==> config.mk <==
export PLATFORM = sky130hd
export DESIGN_NAME = egcm_match
export DESIGN_NICKNAME = d
export VERILOG_FILES = /design/src/hdl/egcm_pkg.sv /design/src/hdl/egcm_match.sv
export SDC_FILE = /design/constraint.sdc
export NUM_CORES = 1
export LEC_CHECK = 0
export ABC_CLOCK_PERIOD_IN_PS = 3100
export BUFFER_PORTS_ARGS = -buffer_cell sky130_fd_sc_hd__buf_2
export CAP_MARGIN = 0
export CORE_MARGIN = 3
export CORE_UTILIZATION = 45
export DETAILED_ROUTE_END_ITERATION = 7
export PLACE_DENSITY_LB_ADDON = 0.1
export SYNTH_ARGS = -nofsm -noshare
export SYNTH_HDL_FRONTEND = slang
export SYNTH_SLANG_ARGS = --single-unit
export TNS_END_PERCENT = 50
==> constraint.sdc <==
create_clock -name vclk -period 3.1
set_clock_uncertainty 0.2 [all_clocks]
set_input_delay 0 -clock vclk [all_inputs]
set_output_delay 0 -clock vclk [all_outputs]
set_load 0.02 [all_outputs]
==> src/hdl/egcm_pkg.sv <==
// Shared types and codes for the egress clause match filter.
// No dependencies; used by every module of the block.
`default_nettype none

package egcm_pkg;

	// Item operation codes
	localparam logic OP_CHECK = 1'b0;
	localparam logic OP_WRITE = 1'b1;

	// Match kinds of the address, port and protocol fields
	localparam logic [1:0] KIND_ANY   = 2'd0;
	localparam logic [1:0] KIND_EXACT = 2'd1;
	localparam logic [1:0] KIND_CIDR  = 2'd2;
	localparam logic [1:0] KIND_RANGE = 2'd2;

	// Register indexes on the configuration port
	localparam logic REG_ENFORCE = 1'b0;
	localparam logic REG_COUNT   = 1'b1;

	localparam logic [31:0] FULL_MASK = 32'hffff_ffff;
	localparam logic [5:0]  ADDR_BITS = 6'd32;

	// One clause row, 102 bits; all zeros matches everything
	typedef struct packed {
		logic [1:0]  ip_kind;
		logic [7:0]  mask_len;
		logic [1:0]  port_mode;
		logic [1:0]  proto_mode;
		logic [31:0] ip_addr;
		logic [15:0] port_num;
		logic [15:0] port_low;
		logic [15:0] port_high;
		logic [7:0]  proto_num;
	} egcm_row_t;

	// Connection key of a check word
	typedef struct packed {
		logic [31:0] ip;
		logic [15:0] port;
		logic [7:0]  proto;
	} egcm_key_t;

	typedef enum logic [1:0] {
		ST_CLEAR,
		ST_IDLE,
		ST_SCAN,
		ST_DONE
	} egcm_state_t;

endpackage

`default_nettype wire

==> src/hdl/egcm_match.sv <==
// Shared compare unit: tests one clause row against the connection key.
// Depends on egcm_pkg for row, key and kind codes.
`default_nettype none

module egcm_match (
	input  wire egcm_pkg::egcm_row_t row,
	input  wire egcm_pkg::egcm_key_t key,
	output logic                     hit
);

	logic        ip_hit;
	logic        port_hit;
	logic        proto_hit;
	logic [31:0] mask;
	logic [5:0]  shamt;

	// Network mask for prefix lengths 1 to 32
	assign shamt = egcm_pkg::ADDR_BITS - row.mask_len[5:0];
	assign mask  = egcm_pkg::FULL_MASK << shamt;

	// Address test
	always_comb begin
		case (row.ip_kind)
			egcm_pkg::KIND_ANY:   ip_hit = 1'b1;
			egcm_pkg::KIND_EXACT: ip_hit = (key.ip == row.ip_addr);
			egcm_pkg::KIND_CIDR: begin
				if (row.mask_len == 8'd0) begin
					ip_hit = 1'b1;
				end else if (row.mask_len > 8'(egcm_pkg::ADDR_BITS)) begin
					ip_hit = 1'b0;
				end else begin
					ip_hit = ((key.ip & mask) == (row.ip_addr & mask));
				end
			end
			default: ip_hit = 1'b0;
		endcase
	end

	// Port test; an empty range matches nothing by itself
	always_comb begin
		case (row.port_mode)
			egcm_pkg::KIND_ANY:   port_hit = 1'b1;
			egcm_pkg::KIND_EXACT: port_hit = (key.port == row.port_num);
			egcm_pkg::KIND_RANGE: port_hit = (key.port >= row.port_low) &&
			                                 (key.port <= row.port_high);
			default: port_hit = 1'b0;
		endcase
	end

	// Protocol test
	always_comb begin
		case (row.proto_mode)
			egcm_pkg::KIND_ANY:   proto_hit = 1'b1;
			egcm_pkg::KIND_EXACT: proto_hit = (key.proto == row.proto_num);
			default: proto_hit = 1'b0;
		endcase
	end

	assign hit = ip_hit && port_hit && proto_hit;

endmodule

`default_nettype wire

==> results.toml <==
[run_status]
status = "finished, final reports clean"

[critical_path]
crit_path_max_fanout = 8
setup.worst_path.start_class = "input pin"
start_to_end_type_of_the_worst_setup_path = "in2out"
worst-endpoint-arrival_ps = 2500
critical_path.startpoint = "row[93]"
crit_path_end_kind = "output port"
cp_data_required_time_ps = 2900

[pwr]
p_leak_nw = 1.58
power_per_cell_area_nw_per_um2 = 134
worst_ir_drop_vdd_v = 0.0000814

[yosys]
yosys_warnings = 0
synth.net_count = 470
synth-seq-area-share_pct = 0
synthDistinctLibCells = 47
post_synth.cell_area_avg_um2 = 7.33
synth_area_um2 = 2020
postSynthCellCount = 276

[grt]
grt_antenna_before_repair = 0
grt-ovfl-total = 0
grt_pass1_vias = 2481
track_usage_pct = 23.9
global_route_wire_length_before_repair_um = 10500
grt_max_degree = 12

[sta]
fin_worst_hold_slack_ps = 74.7
period_needed_ps = 2700
grt_setup_unrepaired = "false"
finalWorstSetupSlack_ps = 399
fmax_mhz = 370
worst_slew_pin_slew_ps = 538
max-slew-margin-rel_pct = 63.8
setup_violation_total_in_the_final_timing_report = 0
timing.final.hold_violations = 0
report.final.slew_viol_count = 0
timing.setup.tns_ps = 0
final_worst_path_period_share_pct = 87.1

[final_layout]
filler_cell_count = 374
final_net_count = 628
sequential_cell_total = 0
layout.cells.most_common = "buf_2"
area_added_between_synthesis_and_finish_pct = 41.1
final_cell_area_um2 = 2860
n_clock_buffer = 0
antenna_diodes = 0
mostFrequentLayoutCells = "buf_2, inv_1, xor2_1, ha_1, xnor2_1"
multi_input_combinational_cell_area_um2 = 1840
drive_above_1_share_pct = 38.2
register_area_um2 = 0
final_util_pct = 68.5

[hold_path]
holdCritPathClass = "in2out"
timing.hold.worst_path_depth = 3
hold_path_startpoint = "row[89]"
min_to = "hit"

[floorplan]
io-pin-count = 159
dieArea_um2 = 5340
die_width_um = 73.1
die_h_um = 73.1
fp-row-count = 23
core_area_um2 = 4170
initial_core_util_pct = 48.5

[run]
max_cap_violations = 0

[route]
ant_nets = 0
number_of_iterations_in_the_first_detailed_routing_pass = 4
drt_iter0_drc = 116
via_count = 2578
viasPerCell = 5.35
wire_per_inst_um = 14.0
routed_wl_um = 6760
route.detailed.drc = 0

[place]
dp_worst_setup_slack_ps = 443
port_buffer_count = 159
dp.final_hpwl_um = 6230
gp_weighted_congestion = 0.911
placedInstanceArea_um2 = 2860

[clock_network]
postCtsSetupRepairBufs = 0
post_cts_resized = 0
cts_hold_repair.buffers = 0
report_power, final:
group          internal, mW  switching (mW)
Combinational         0.191           0.193
Clock                     0               0
Sequential                0               0
worst max-delay path by stage:
| stage | cells after the start | slack [ps] | end |
|---|---|---|---|
| after detailed placement | 11 | 440 | hit |
| final | 11 | 400 | hit |
| after floorplan | 10 | 900 | hit |
| after global placement | 11 | 480 | hit |
| after CTS | 11 | 430 | hit |
| after global routing | 11 | 260 | hit |
routing by layer:
layer	global-route usage [%]	vias up	share of wire [%]
li1	-	1309	-
met1	32.9	1127	42
met2	41.8	138	47
met3	2.62	4	11
met4	1.23	0	0.37
met5	0	-	0
stage by stage:
stage	cells	power (mW)
2_1_floorplan	276	0.212
3_3_place_gp	482	0.377
3_5_place_dp	482	0.381
4_1_cts	482	0.382
5_1_grt	482	0.430
6_report	482	0.383
final cells by class:
| type | instances | share of cell area (%) |
|---|---|---|
| multi-input combinational | 232 | 64.4 |
| timing repair buffer | 160 | 28.1 |
| inverter | 40 | 5.26 |
| tap | 50 | 2.19 |
logic make-up after synthesis:
group           synth area share [%]
compound gates                  23.1
simple gates                    18.3
xor+xnor                        27.3
buf+inv                         9.08
fa+ha+maj                       22.2
critical path, stage by stage:
cell,delay (ps)
buf_2,130
inv_1,130
ha_1,440
nor3b_2,350
and2b_1,170
o221ai_1,110
a211oi_1,210
and4_1,220
a41oi_1,160
a2111oi_2,360
buf_2,220
Yosys cell counts, types with 2 or more instances:
master | instances | area [um2]
inv_1 | 40 | 150
nor2_1 | 14 | 52.6
nor4_1 | 9 | 56.3
o221ai_1 | 3 | 26.3
nor3_1 | 5 | 25.0
o21ai_1 | 2 | 10.0
nand2_1 | 6 | 22.5
o211ai_1 | 3 | 22.5
nand2b_1 | 2 | 12.5
xor2_1 | 36 | 315
nor2b_1 | 6 | 37.5
xnor2_1 | 24 | 210
nand3_1 | 4 | 20.0
a21oi_1 | 19 | 95.1
o32ai_1 | 2 | 17.5
o21ai_0 | 10 | 50.1
nand4_1 | 9 | 56.3
o41ai_1 | 2 | 17.5
a41oi_1 | 2 | 17.5
a211oi_1 | 2 | 15.0
ha_1 | 36 | 450
a21o_1 | 6 | 45.0
a21boi_0 | 2 | 15.0
o22ai_1 | 5 | 31.3
and4_1 | 2 | 17.5
buf_6 | 2 | 22.5
a31oi_1 | 2 | 12.5
o31ai_1 | 2 | 15.0
Note: power is estimated with default switching activity, not from simulation.
